--- src/design/psc_pkg.sv ---
package psc_pkg;

   localparam int CHANNELS_DEFAULT  = 4;
   localparam int MID_DEPTH_DEFAULT = 4;
   localparam int OUT_DEPTH_DEFAULT = 16;

   localparam int COEF_W = 16;
   localparam int RAW_W  = 24;
   localparam int CSR_W  = 64;
   localparam int MASK_W = 4;

   typedef enum logic [2:0] {
      CSR_SENS_BASE  = 3'd0,
      CSR_OFF_BASE   = 3'd1,
      CSR_SENS_TC    = 3'd2,
      CSR_OFF_TC     = 3'd3,
      CSR_TREF       = 3'd4,
      CSR_TEMPSENS   = 3'd5,
      CSR_VALID_MASK = 3'd6
   } csr_index_type;

   typedef struct packed {
      logic [1:0]       channel;
      logic [RAW_W-1:0] raw_temperature;
      logic [RAW_W-1:0] raw_pressure;
   } req_type;

   typedef struct packed {
      logic signed [RAW_W-1:0] pressure_centi_mbar;
      logic                    valid_res;
   } rsp_type;

   // classified request waiting between front and back
   typedef struct packed {
      logic             valid;
      logic [1:0]       channel;
      logic [RAW_W-1:0] d2;
      logic [RAW_W-1:0] d1;
   } mid_type;

   typedef struct packed {
      logic [CSR_W-1:0] sens_base;
      logic [CSR_W-1:0] off_base;
      logic [CSR_W-1:0] sens_tc;
      logic [CSR_W-1:0] off_tc;
      logic [CSR_W-1:0] tref;
      logic [CSR_W-1:0] tempsens;
   } coef_type;

   function automatic logic [COEF_W-1:0] coef_sel(input logic [CSR_W-1:0] bank,
                                                  input logic [1:0] ch);
      coef_sel = bank[{ch, 4'd0} +: COEF_W];
   endfunction

endpackage

--- src/design/psc_front.sv ---
module psc_front #(
   parameter int CHANNELS = psc_pkg::CHANNELS_DEFAULT
) (
   input  logic                    clock,
   input  logic                    reset,
   input  logic                    csr_valid,
   input  logic [2:0]              csr_index,
   input  logic [psc_pkg::CSR_W-1:0] csr_wdata,
   input  logic                    req_push,
   input  psc_pkg::req_type        req_data,
   input  logic                    mid_full,
   output logic                    mid_push,
   output psc_pkg::mid_type        mid_data,
   output psc_pkg::coef_type       coef
);

   import psc_pkg::*;

   coef_type          coef_ff, coef_in;
   logic [MASK_W-1:0] mask_ff, mask_in;
   logic              chan_ok;

   always_comb begin
      coef_in = coef_ff;
      mask_in = mask_ff;
      if (csr_valid) begin
         case (csr_index)
            CSR_SENS_BASE:  coef_in.sens_base = csr_wdata;
            CSR_OFF_BASE:   coef_in.off_base  = csr_wdata;
            CSR_SENS_TC:    coef_in.sens_tc   = csr_wdata;
            CSR_OFF_TC:     coef_in.off_tc    = csr_wdata;
            CSR_TREF:       coef_in.tref      = csr_wdata;
            CSR_TEMPSENS:   coef_in.tempsens  = csr_wdata;
            CSR_VALID_MASK: mask_in           = csr_wdata[MASK_W-1:0];
            default:        ;
         endcase
      end
   end

   always_ff @(posedge clock) begin
      if (reset) begin
         coef_ff <= '0;
         mask_ff <= '0;
      end else begin
         coef_ff <= coef_in;
         mask_ff <= mask_in;
      end
   end

   // channel counts only if it exists and its prom passed the check
   assign chan_ok = ({1'b0, req_data.channel} < 3'(CHANNELS)) & mask_ff[req_data.channel];

   assign mid_push         = req_push & ~mid_full;
   assign mid_data.valid   = chan_ok;
   assign mid_data.channel = req_data.channel;
   assign mid_data.d2      = req_data.raw_temperature;
   assign mid_data.d1      = req_data.raw_pressure;
   assign coef             = coef_ff;

endmodule

--- config.mk ---
export PLATFORM = sky130hd
export DESIGN_NAME = psc_front
export DESIGN_NICKNAME = d
export VERILOG_FILES = /design/src/design/psc_pkg.sv /design/src/design/psc_front.sv
export SDC_FILE = /design/constraint.sdc
export NUM_CORES = 1
export LEC_CHECK = 0
export BUFFER_PORTS_ARGS = -buffer_cell sky130_fd_sc_hd__buf_4
export CORE_AREA = 2 2 217 219
export DETAILED_ROUTE_END_ITERATION = 8
export DIE_AREA = 0 0 219 221
export GPL_TIMING_DRIVEN = 0
export HOLD_SLACK_MARGIN = 0.05
export MAX_ROUTING_LAYER = met4
export SYNTH_ARGS = -nofsm -noshare
export SYNTH_HDL_FRONTEND = slang
export SYNTH_SLANG_ARGS = --single-unit
--- constraint.sdc ---
create_clock -name clock -period 2.9 [get_ports clock]
set_input_delay 0.435 -clock clock [delete_from_list [all_inputs] [get_ports clock]]
set_output_delay 0.435 -clock clock [all_outputs]
set_load 0.05 [all_outputs]
# Yosys cells after proc, flatten, opt, wreduce, memory -nomap -nowiden
# Index checks and enable logic that the tools add are counted.
[totals] inputBits=122 out_inout_bits=436 elab_cells=26 ff_bits=388
[op_classes] eq_ne=6 n_reduce_logical=8 magnitude_cmp=1 bitwise=2 n_mux=2
[ops] cell="$reduce_and 2->1" count=7
[ops] cell="$eq 3x3->1 const B" count=3
[ops] cell="$eq 3x2->1 const B" count=2
[ops] cell="$eq 3x1->1 const B" count=1
[ops] cell="$logic_not 3->1" count=1
[ops] cell="$lt 2x3->1 const B" count=1
[ops] cell="$bmux 1 s2" count=1
[ops] cell="$and 1x1->1" count=1
[ops] cell="$mux 1" count=1
[ops] cell="$not 1->1" count=1

# Depth between registers and ports, before layout
[logic_depth] ltp_word=2 depth_mapped=5 depth_no_buf=2

# Worst setup path before layout
# No wires, ideal clock.
[synth_timing] kind="input to register" startpoint="input csr_index[2]" endpoint="register coef_ff, in the netlist coef[373]" setup_slack_ns=1.293 required_ns=2.776 path_stages=5 arrival_ns=1.483 path_cell_list="clkbuf_1 -> or4b_1 -> buf_6 -> buf_6 -> mux2i_1"
[synth_between] elab_chain_cells=2
[synth_lines] element="from (decl)" line_no="psc_front.sv:7" rtl="input logic [2:0] csr_index,"
[synth_lines] element="$logic_not 3->1" line_no="psc_front.sv:27" rtl="case (csr_index)"
[synth_lines] element="$reduce_and 2->1 (no line)"
[synth_lines] element="to (signal assigned)" line_no="psc_front.sv:45" rtl="coef_ff <= coef_in;"
[synth_lines] element="to (decl)" line_no="psc_front.sv:19" rtl="coef_type coef_ff, coef_in;"
# Every way passes these cells.
# A chain may end at the register's enable or synchronous reset.

==> results.toml <==
[run_status]
status = "finished clean"

[sta]
timing.slew.headroom_pct = 21.0
worst_pin_slew_ns = 1.18
finClkSkew_ns = 0
hold_viol_final = 0
rsz0062_at_grt = "no"
max_freq_mhz = 458
setup_violations = 0
finalCritPeriodShare_pct = 75.2
finalSetupTns_ns = 0
period_minus_slack_ns = 2.18
finalMaxSlewViolations = 0

[synthesis]
syn_avg_cell_area_um2 = 11.2
synth_top_area_share_pct = 50.3
yosysTopAreaCell = "dfxtp_1"
seq_area_frac_synth_pct = 50.3
syn_inst = 1385
ys_seq_elements = 388
netlist_area_um2 = 15400
ys_warn_count = 0
synth_cell_types = 14
synth_nets = 1507
synth_top_cells_by_area = "dfxtp_1, mux2i_1, nand2b_1, buf_4, clkbuf_1"

[clock_network]
path_clk_slew_ns = 0.06
htree_levels = 2
cts_buffers = 43
post_cts_buffers = 0
insertion_delay_ns = 0.55
cts_root_buffer = "clkbuf_16"
max-clock-path-buffers = 3
cts_tree = "built"
cts_resized = 0
clock_sinks = 388
cts_hold_buf = 0

[drt]
drtPass1Iterations = 4
drt_iter0_drc = 504
vias_per_cell = 4.51
remaining_drc_errors = 0
antenna_left = 0
vias = 11603
routedWlPerCell_um = 20.3
wl_mm = 52.2

[cells_and_area]
final_cell_mix = "buf_4, nand2b_1, mux2i_1, dfxtp_1, clkbuf_1"
final_common_cell = "buf_4"
area_growth_syn_to_layout_pct = 38.9
finalInstanceArea_um2 = 21400
drive_gt1_share_pct = 34.0
finalNonFillerCells = 2573
nNetsFinal = 2057
postLayoutCoreUtil_pct = 46.6

[global_routing]
antenna_found_initial = 1
grt_use_total_pct = 21.6
grt-ovfl-total = 0
grt_max_degree = 14
grt_pass1_vias = 11929
grt_pass1_wl_mm = 76.4

[placement]
dpl-instance-area_um2 = 20000
gp_congestion = 0.807
io_buffers = 505
placed_cells = 2497
dpl.hpwl_mm = 38.5

[die]
start_util_pct = 33.5
die_h_um = 221
coreArea_um2 = 46100
rows = 79
ios = 558
dieArea_um2 = 48400
die_w_um = 219

[pwr]
power_leakage_nw = 10.9
swShare_pct = 26.1
p_int_w = 0.00938
powerDensity_nw_per_um2 = 592
pwr-share-clk_pct = 44.4
p_comb_share_pct = 12.1
ir_worst_vdd_mv = 0.410
power.switching_w = 0.00332
seqPwrFrac_pct = 43.5

[min_path]
min_path_type = "input pin to register"
min-delay-start = "csr_wdata[39]"

[worst_setup_path]
cp.required_ns = 3.33
critPathLaunch = "reset"
regToRegStartpoint = "coef[344]"
end_kind = "register"
crit_arrival_ns = 2.61
critPathKind = "input pin to register"
cp-start-kind = "input pin"
path_max_fanout = 10

[run]
maxCapViolCount = 0
==> power by group through the flow <==
stage | Sequential, W | Combinational (W) | Clock [W]
3_5_place_dp | 0.00563 | 0.00155 | 0
4_1_cts | 0.00552 | 0.00155 | 0.00578
3_3_place_gp | 0.00563 | 0.00154 | 0
6_report | 0.00552 | 0.00154 | 0.00564
2_1_floorplan | 0.00603 | 0.000611 | 0
5_1_grt | 0.00553 | 0.00161 | 0.00598
==> kinds of logic after synthesis <==
family | share of synthesized area, %
and+or+nand+nor | 19.0
DFF | 50.3
muxes | 25.3
buffers and inverters | 5.44
==> worst paths after layout <==
check	slack, ns	endpoint	cells past startpoint
setup / recovery	0.72	coef[294]	5
hold / removal	0.31	coef[167]	3
setup reg to reg	2.25	coef[344]	2
hold reg to reg	0.47	coef[335]	2
==> final cells by class <==
type,instances,area [um2]
flip-flops and latches,388,7770
clock inverters,9,129
repair buffers,505,3790
diodes,2,5.00
plain buffers,146,841
clock buffers,65,1320
well taps,607,759
multi-input cells,851,6840
fillers,4413,24600
==> flip-flops by register name, indices dropped and copies added (netlist names) <==
| name | flops |
|---|---|
| coef | 384 |
| mask_ff | 4 |
==> Yosys cell counts <==
cell type,count
buf_2,30
buf_4,62
buf_6,3
clkbuf_1,51
dfxtp_1,388
mux2i_1,388
mux4_2,1
nand2b_1,452
nand4b_1,3
nand4bb_1,3
nor2b_1,1
nor4b_2,1
nor4bb_1,1
or4b_1,1
==> per-layer routing <==
metal  GRT usage [%]  routed length, um  vias up
met3            5.17               3610       80
li1                -                  -     5599
met2            35.9              25400      354
met1            25.4              21700     5570
met4            7.26               1470        0
met5               -                  0        -
==> through the flow <==
stage          power, W  worst slack [ns]  hold WS, ns
5_1_grt          0.0131             0.538        0.309
3_5_place_dp    0.00719           0.00766        0.462
2_1_floorplan   0.00664              1.29        0.450
3_3_place_gp    0.00718            0.0386        0.459
6_report         0.0127             0.718        0.307
4_1_cts          0.0129             0.619        0.263
==> worst max-delay path: stages <==
cell and delay [ns]:
clkbuf_1 0.57, clkbuf_1 0.94, clkbuf_1 0.41, nand2b_1 0.18, mux2i_1 0.07
Note: power is estimated with default switching activity, not from simulation.
