**config.mk**
```make
export PLATFORM = sky130hd
export DESIGN_NAME = psc_fifo
export DESIGN_NICKNAME = d
export VERILOG_FILES = /design/src/design/psc_fifo.sv
export SDC_FILE = /design/constraint.sdc
export NUM_CORES = 1
export LEC_CHECK = 0
export ABC_CLOCK_PERIOD_IN_PS = 2200
export BUFFER_PORTS_ARGS = -buffer_cell sky130_fd_sc_hd__buf_2
export CAP_MARGIN = 20
export CORE_AREA = 4 4 61 63
export CTS_BUF_LIST = sky130_fd_sc_hd__clkbuf_8
export CTS_CLUSTER_SIZE = 40
export DETAILED_ROUTE_END_ITERATION = 6
export DIE_AREA = 0 0 65 67
export GPL_ROUTABILITY_DRIVEN = 0
export PLACE_DENSITY = 0.86
export SYNTH_ARGS = -nofsm -noshare
export SYNTH_HDL_FRONTEND = slang
export SYNTH_SLANG_ARGS = --single-unit
```
**constraint.sdc**
```tcl
create_clock -name clock -period 2.2 [get_ports clock]
set_input_delay 0 -clock clock [delete_from_list [all_inputs] [get_ports clock]]
set_output_delay 0 -clock clock [all_outputs]
set_load 0.01 [all_outputs]
```
**src/design/psc_fifo.sv**
```systemverilog
module psc_fifo #(
   parameter int WIDTH = 8,
   parameter int DEPTH = 4
) (
   input  logic             clock,
   input  logic             reset,
   input  logic             push,
   input  logic [WIDTH-1:0] wdata,
   input  logic             pop,
   output logic [WIDTH-1:0] rdata,
   output logic             full,
   output logic             empty
);

   localparam int PW = (DEPTH > 1) ? $clog2(DEPTH) : 1;
   localparam int CW = $clog2(DEPTH + 1);

   logic [WIDTH-1:0] mem_ff [DEPTH];
   logic [PW-1:0]    wr_ptr_ff, wr_ptr_in;
   logic [PW-1:0]    rd_ptr_ff, rd_ptr_in;
   logic [CW-1:0]    count_ff, count_in;
   logic             do_push, do_pop;

   assign full    = (count_ff == CW'(DEPTH));
   assign empty   = (count_ff == '0);
   assign do_push = push & ~full;
   assign do_pop  = pop & ~empty;
   assign rdata   = mem_ff[rd_ptr_ff];

   always_comb begin
      wr_ptr_in = wr_ptr_ff;
      rd_ptr_in = rd_ptr_ff;
      if (do_push) begin
         wr_ptr_in = (wr_ptr_ff == PW'(DEPTH - 1)) ? '0 : wr_ptr_ff + 1'b1;
      end
      if (do_pop) begin
         rd_ptr_in = (rd_ptr_ff == PW'(DEPTH - 1)) ? '0 : rd_ptr_ff + 1'b1;
      end
      count_in = count_ff + CW'(do_push) - CW'(do_pop);
   end

   always_ff @(posedge clock) begin
      if (reset) begin
         wr_ptr_ff <= '0;
         rd_ptr_ff <= '0;
         count_ff  <= '0;
      end else begin
         wr_ptr_ff <= wr_ptr_in;
         rd_ptr_ff <= rd_ptr_in;
         count_ff  <= count_in;
      end
   end

   always_ff @(posedge clock) begin
      if (do_push) begin
         mem_ff[wr_ptr_ff] <= wdata;
      end
   end

endmodule

```
== Word-level counts from Yosys, hierarchy flattened ==
Memory sizes are Yosys's and may differ from the RTL's. A register that Yosys moved wholly into a read port is not among the register bits.
Index checks and enable logic that the tools add are counted.
Cells by class
  add/subtract/negate cells: 4
  equal/unequal tests: 3
  mux-type cells: 6
  bitwise logic cells: 4
  reduce and logical (&&, ||, !) cells: 1
Operators with widths (number)
  2-bit 2-to-1 mux: 4
  2-bit by 1-bit adder with 2-bit output (second input constant): 2
  2-bit == test (second input constant): 2
  3-bit by 1-bit adder with 3-bit output: 1
  3-bit == test (second input constant): 1
  3-bit zero test: 1
  3-bit by 1-bit subtractor with 3-bit output: 1
  1-bit AND: 2
  1-bit 2-to-1 mux: 2
  1-bit inverter: 2
Word-level totals
  register bits after elaboration: 7
  RAM bits: 32
  output and inout bits: 10
  word-level logic and storage cells: 22
  memories: 1
Memories
  mem_ff: depth 4, width 8, read ports 1, clocked after Yosys merged registers in 1, wr ports 1, RTL line 18  | logic [WIDTH-1:0] mem_ff [DEPTH];

== Logic depth before layout (Yosys ltp) ==
Gate-level depths: netlist (run 1).
  word-level depth: 5
  gate-level depth with buffers: 11

== Worst setup path after synthesis (run 1) ==
Ideal clock, no wire load.
  path kind: register to register
  from: register count_ff[2]
  to: register count_ff[2]
  arrival: 2.071 ns
  slack: 0.014 ns
  stages on the path, launching flop included: 12
  path buffers: 1
  clock period less this slack: 2.186 ns
  path through: dfxtp_1 or3b_1 buf_6 and2_4 inv_1 ha_1 inv_1 ha_1 fa_1 xnor2_1 xnor2_1 nor2_1
On the way
  word-level cells in the longest chain between the ends: 5
  elaborated cells between the ends (all ways): 8
  those cells by class: add/sub (2); eq/ne (1); bitwise (4); reduce/logical (1)
RTL lines
  start: declaration: RTL line 21  | logic [CW-1:0] count_ff, count_in;
  start signal: assignment: RTL line 50  | count_ff <= count_in;
  3-bit == test: RTL line 24  | assign full = (count_ff == CW'(DEPTH));
  1-bit inverter: RTL line 26  | assign do_push = push & ~full;
  1-bit AND: RTL line 26
  3-bit by 1-bit adder with 3-bit output: RTL line 39  | count_in = count_ff + CW'(do_push) - CW'(do_pop);
  3-bit by 1-bit subtractor with 3-bit output (*): RTL line 39
Mark *: on every way between the ends. The rest lies on a longest branch, timed or not.
A chain may end at the register's enable or synchronous reset.

== Worst setup path in the final report (run 1) ==
Ends and elaborated chain as after synthesis.

==> results of run 1 <==
## final cells by class
cell class	instances	area, sq um
flip-flops and latches	41	1150
repair buffers	32	210
well taps	46	57.6
clock buffers	5	68.8
multi-input cells	40	489
clock inverters	3	65.1
fillers	236	1160
inverters	8	32.5
## layer usage
| metal | share of wire [%] | wire length, microns | up-vias | global-route usage (%) |
|---|---|---|---|---|
| li1 | - | - | 416 | - |
| met1 | 39 | 1100 | 427 | 15.0 |
| met2 | 54 | 1510 | 27 | 26.1 |
| met3 | 4.7 | 131 | 6 | 4.55 |
| met4 | 1.8 | 49 | 0 | 3.96 |
| met5 | 0 | 0 | - | 0 |
## what timing repair did
item | CTS | global route
hold endpoints to repair | 35 | 0
pin swaps | 0 | 6
resized for setup | 3 | 11
setup endpoints to repair | 1 | 2
hold buffers | 9 | 0
## through the flow
stage / instance area [sq um] / setup TNS (ns) / utilization (%)
after floorplan: 1640 / 0 / -
after global placement: 1800 / 0 / 55.6
after detailed placement: 1800 / -0.0576 / 55.6
after CTS: 2030 / 0 / 62.8
after global routing: 2070 / -0.0244 / 64.1
final: 2070 / 0 / 64.1
## power groups by stage
stage / Sequential (W) / Combinational, W / Clock [W]
global route: 0.00106 / 0.000628 / 0.000737
global placement: 0.00104 / 0.000472 / 0
detailed placement: 0.00105 / 0.000493 / 0
finish: 0.00104 / 0.000567 / 0.000696
floorplan: 0.000995 / 0.000379 / 0
CTS: 0.00103 / 0.000527 / 0.000704
## critical path, stage by stage, from the launching register on
cell     delay [ns]
dfxtp_4        0.38
or3b_4         0.39
and2_4         0.17
inv_4          0.05
ha_4           0.11
inv_2          0.04
ha_4           0.15
fa_2           0.38
xnor2_2        0.20
xnor2_1        0.14
nor2_1         0.06
## kinds of logic (layout without fill, tap and decap cells)
kind of cell	Yosys count	count (layout)
flip-flops	41	41
AND/OR/NAND/NOR	16	16
buffers and inverters	11	48
multiplexers	9	9
adder cells (fa/ha/maj)	8	8
AO/OA/AOI/OAI	5	5
XOR/XNOR	2	2
## flip-flops by register name (all words and copies together) (netlist names), named ones only
| name | flops |
|---|---|
| count_ff | 3 |
| wr_ptr_ff | 2 |
| mem_ff | 32 |
| rd_ptr_ff | 2 |
## path summary, 6_finish.rpt
kind | start | to | slack [ns] | cells after the start
setup / recovery | count_ff[2]$_SDFF_PP0_ | count_ff[2]$_SDFF_PP0_ | 0.03 | 10
hold / removal | push | wr_ptr_ff[0]$_SDFFE_PP0P_ | 0.06 | 3
setup reg to reg | count_ff[2]$_SDFF_PP0_ | count_ff[2]$_SDFF_PP0_ | 0.03 | 10
hold reg to reg | rd_ptr_ff[0]$_SDFFE_PP0N_ | rd_ptr_ff[0]$_SDFFE_PP0N_ | 0.51 | 2
## placed cells by master, fill, tap and decap left out, drive strengths merged, types with 2 or more instances in the layout
master / Yosys / routed
edfxtp: 32 / 32
buf: 3 / 23
dlygate4sd3: 0 / 9
dfxtp: 9 / 9
mux4: 8 / 8
inv: 8 / 8
ha: 7 / 7
clkbuf: 0 / 5
and3: 4 / 4
nor3: 2 / 2
o31ai: 2 / 2
nor2b: 2 / 2
nand3: 2 / 2
a21oi: 2 / 2
nor2: 2 / 2
bufinv: 0 / 2
xnor2: 2 / 2
==> results_dict.tcl, run 1 <==
set metrics [dict create \
    syn-mean-instance-area_sq_um 17.8 \
    netlist_instances 92 \
    end_kind "register" \
    rsz0062_at_grt "true" \
    critPathKind "register to register" \
    worst_pin_slew_ns 0.550 \
    synth_area_leaders "edfxtp_1 (59%), dfxtp_1 (11%), mux4_2 (11%), ha_1 (5.3%), inv_1 (1.8%)" \
    power_frac_clock_pct 30.2 \
    status "finished, final reports clean" \
    numCtsBuffers 5 \
    chipHeight_microns 67 \
    synth_commonest_cells "edfxtp_1 (32), dfxtp_1 (9), inv_1 (8), mux4_2 (8), ha_1 (7)" \
    core_area_sq_mm 0.00323 \
    cts_tree "yes" \
    synth_mux_area_share_pct 11.6 \
    slew_headroom_pct 63.3 \
    num_rows 21 \
    synth_top_area_share_pct 58.7 \
    stdcell_count 175 \
    vias 876 \
    ys_seq_area_share_pct 69.7 \
    setup_viol 0 \
    startpoint_type "register" \
    grt_antenna_before_repair 0 \
    remaining_drc_errors 0 \
    peakVddDrop_mv 0.708 \
    ys_async_sr_fraction_pct 0 \
    fmax_mhz 462 \
    post_cts_buffers 0 \
    drt_wl_total_mm 2.79 \
    ys.flop_type "edfxtp_1" \
    wl_per_cell_microns 15.9 \
    area.growth.synth_to_final_pct 26.4 \
    grt_max_degree 14 \
    cts_root_buf "clkbuf_8" \
    ys_warn_count 0 \
    worst_slack_ns 0.0339 \
    ant_nets 0 \
    power_density_mw_per_mm2 1110 \
    drv_slew 0 \
    synth_top_family_by_area "multiplexers" \
    intPower_w 0.00171 \
    drtIter0Drc 29 \
    viasPerCell 5.01 \
    dp.cells 158 \
    num-nets-final 148 \
    yosys.area_share.simple_pct 5.73 \
    ys_seq_elements 41 \
    grt_first_pass_wirelength_mm 4.46 \
    yosysTopAreaCell "edfxtp_1" \
    io_buffers 21 \
    clk-insertion-delay-late_ns 0.28 \
    syn_area_sq_mm 0.00164 \
    dp_hpwl_mm 1.82 \
    whs_ns 0.0591 \
    num_io_pins 22 \
    synth-edff-count 32 \
    p_leak_nw 0.781 \
    sw_frac_of_total_pct 25.7 \
    p_seq_share_pct 45.2 \
    drv_cap 0 \
    hold_viol 0 \
    path_max_fanout 4 \
    p_comb_share_pct 24.6 \
    synth_compound_area_share_pct 2.29 \
    fin_skew_ns 0.00471 \
    p_total_w 0.00231 \
    yosysMostFrequentCell "edfxtp_1" \
    clkTransAtPathRegs_ns 0.08 \
    fin_crit_sh_pct 98.5 \
    synthAdderAreaFrac_pct 6.57 \
    place_ws_ns -0.0576 \
    grtUsageTotal_pct 14.0 \
    fp.dieW_microns 65 \
    arrival_ns 2.34 \
    layout-drive-gt1-share_pct 41.1 \
    h-tree-depth 2 \
    antennaDiodeCount 0 \
    die_area_sq_mm 0.00436 \
    cts_max_path_buffers 2 \
    period_minus_slack_ns 2.17 \
    cts.sinks 41 \
    synth-xor-area-share_pct 1.07 \
    synth.distinct_cells 25 \
    p_switching_w 0.000594 \
    grt_pass1_vias 940 \
    crit_required_ns 2.38 \
    hold_path_class "primary input to register" \
    dr.pass1.iters 4 \
    grt-ovfl-total 0 \
    start_util_pct 50.7 \
    synth_nets 112 \
]
Power figures use the tool's default switching activity.
==> inputs of run 2 (changes only) <==
--- a/config.mk
+++ b/config.mk
@@ -5,14 +5,14 @@
 export SDC_FILE = /design/constraint.sdc
 export NUM_CORES = 1
 export LEC_CHECK = 0
-export ABC_CLOCK_PERIOD_IN_PS = 2200
+export ABC_CLOCK_PERIOD_IN_PS = 2700
 export BUFFER_PORTS_ARGS = -buffer_cell sky130_fd_sc_hd__buf_2
 export CAP_MARGIN = 20
-export CORE_AREA = 4 4 61 63
+export CORE_AREA = 4 4 60 62
 export CTS_BUF_LIST = sky130_fd_sc_hd__clkbuf_8
 export CTS_CLUSTER_SIZE = 40
 export DETAILED_ROUTE_END_ITERATION = 6
-export DIE_AREA = 0 0 65 67
+export DIE_AREA = 0 0 64 66
 export GPL_ROUTABILITY_DRIVEN = 0
 export PLACE_DENSITY = 0.86
 export SYNTH_ARGS = -nofsm -noshare
==> constraint.sdc (replaced) <==
create_clock -name clock -period 2.7 [get_ports clock]
set_input_delay 0 -clock clock [delete_from_list [all_inputs] [get_ports clock]]
set_output_delay 0 -clock clock [all_outputs]
set_load 0.01 [all_outputs]
==> results_dict.tcl, run 2 (synthesis gave the netlist of run 1 again) <==
set metrics [dict create \
    post_cts_buffers 0 \
    num_rows 20 \
    setup_viol 0 \
    reg_top3 "mem_ff x32, count_ff x3" \
    fmax_mhz 420 \
    p_leak_nw 0.773 \
    num_io_pins 22 \
    cts_root_buf "clkbuf_8" \
    cts.sinks 41 \
    ctsResizeCount 0 \
    path_max_fanout 9 \
    core_area_sq_mm 0.00303 \
    area.growth.synth_to_final_pct 22.7 \
    mostFrequentLayoutCell "edfxtp_1" \
    fin_crit_sh_pct 88.1 \
    layout-drive-gt1-share_pct 32.0 \
    ant_nets 0 \
    fp.dieW_microns 64 \
    grt_pass1_vias 981 \
    antennaDiodeCount 0 \
    largest_reg_flops 32 \
    start_util_pct 54.1 \
    vias 878 \
    fin_skew_ns 0.00343 \
    clk-insertion-delay-late_ns 0.29 \
    viasPerCell 5.10 \
    h-tree-depth 2 \
    grt_first_pass_wirelength_mm 4.30 \
    io_buffers 21 \
    slew_headroom_pct 63.2 \
    arrival_ns 2.56 \
    grt_max_degree 14 \
    remaining_drc_errors 0 \
    peakVddDrop_mv 0.517 \
    worst_pin_slew_ns 0.551 \
    drv_slew 0 \
    critPathKind "register to register" \
    status "finished, final reports clean" \
    cts_tree "yes" \
    hold_viol 0 \
    wl_per_cell_microns 15.0 \
    end_kind "register" \
    chipHeight_microns 66 \
    die_area_sq_mm 0.00422 \
    period_minus_slack_ns 2.38 \
    numCtsBuffers 5 \
    dr.pass1.iters 4 \
    setup_tns_ns 0 \
    drv_cap 0 \
    layout_common_cells "edfxtp_1 (32), buf_2 (21), dfxtp_1 (9), dlygate4sd3_1 (9)" \
    drtIter0Drc 34 \
    cts_max_path_buffers 2 \
    startpoint_type "register" \
    power_density_mw_per_mm2 896 \
    hold_path_class "primary input to register" \
    grtUsageTotal_pct 14.2 \
    num-nets-final 147 \
    grt_antenna_before_repair 0 \
    utilization_pct 66.4 \
    dp_hpwl_mm 1.75 \
    clkTransAtPathRegs_ns 0.07 \
    crit_required_ns 2.88 \
    regMostFlops "mem_ff" \
    drt_wl_total_mm 2.58 \
    grt-ovfl-total 0 \
    rsz0062_at_grt "false" \
]
==> run 2: cell types whose count changed in the layout (fill, tap and decap cells not counted), moves of 2 or more <==
cell,change
dfxtp_2,-2
dfxtp_1,+3
ha_4,-2
ha_1,+2
inv_1,+2
==> run 2: critical path, cell delays in order, from the launching register on <==
cell,delay [ns]
dfxtp_1,0.39
or3b_1,0.49
and2_4,0.22
inv_1,0.06
ha_1,0.13
inv_1,0.04
ha_1,0.18
fa_1,0.38
xnor2_1,0.20
xnor2_1,0.14
nor2_1,0.05
==> run 2: path summary, 6_finish.rpt <==
check	slack [ns]	endpoint	start	depth (start not counted)
max	0.32	count_ff[2]$_SDFF_PP0_	count_ff[2]$_SDFF_PP0_	10
min	0.04	wr_ptr_ff[1]$_SDFFE_PP0P_	push	3
max reg2reg	0.32	count_ff[2]$_SDFF_PP0_	count_ff[2]$_SDFF_PP0_	10
min reg2reg	0.50	rd_ptr_ff[0]$_SDFFE_PP0N_	rd_ptr_ff[0]$_SDFFE_PP0N_	2
==> run 2: cell type report <==
type | instances | area (sq um)
sequential | 41 | 1140
fill | 205 | 1020
multi-input combinational | 40 | 447
timing repair buffer | 31 | 203
clock buffer | 5 | 68.8
clock inverter | 3 | 65.1
tap | 44 | 55.1
inverter | 8 | 30.0
==> run 2: through the flow <==
| step | setup slack [ns] | instance area, sq um | cells | hold WS (ns) | total power (W) |
|---|---|---|---|---|---|
| 2_1_floorplan | 0.514 | 1640 | 92 | 0.0691 | 0.00112 |
| 3_3_place_gp | 0.451 | 1790 | 155 | 0.215 | 0.00123 |
| 3_5_place_dp | 0.317 | 1790 | 155 | 0.221 | 0.00125 |
| 4_1_cts | 0.298 | 2010 | 172 | 0.0320 | 0.00183 |
| 5_1_grt | 0.190 | 2010 | 172 | 0.0437 | 0.00190 |
| 6_report | 0.321 | 2010 | 172 | 0.0399 | 0.00180 |
==> run 2: power breakdown <==
group / internal [W] / total (W) / switching, W
Clock: 0.000367 / 0.000563 / 0.000196
Combinational: 0.000216 / 0.000401 / 0.000185
Sequential: 0.000769 / 0.000836 / 0.0000670
==> run 2: what timing repair did <==
item / CTS / global route
endpoints found under the setup margin: 0 / 0
hold buffers: 9 / 0
endpoints found under the hold margin: 35 / 0
==> run 2: per-layer routing <==
layer / GRT usage, % / vias up / share of wire, %
li1: - / 417 / -
met1: 14.8 / 426 / 40
met2: 24.8 / 28 / 51
met3: 5.10 / 7 / 6.4
met4: 7.82 / 0 / 2.3
met5: 0 / - / 0
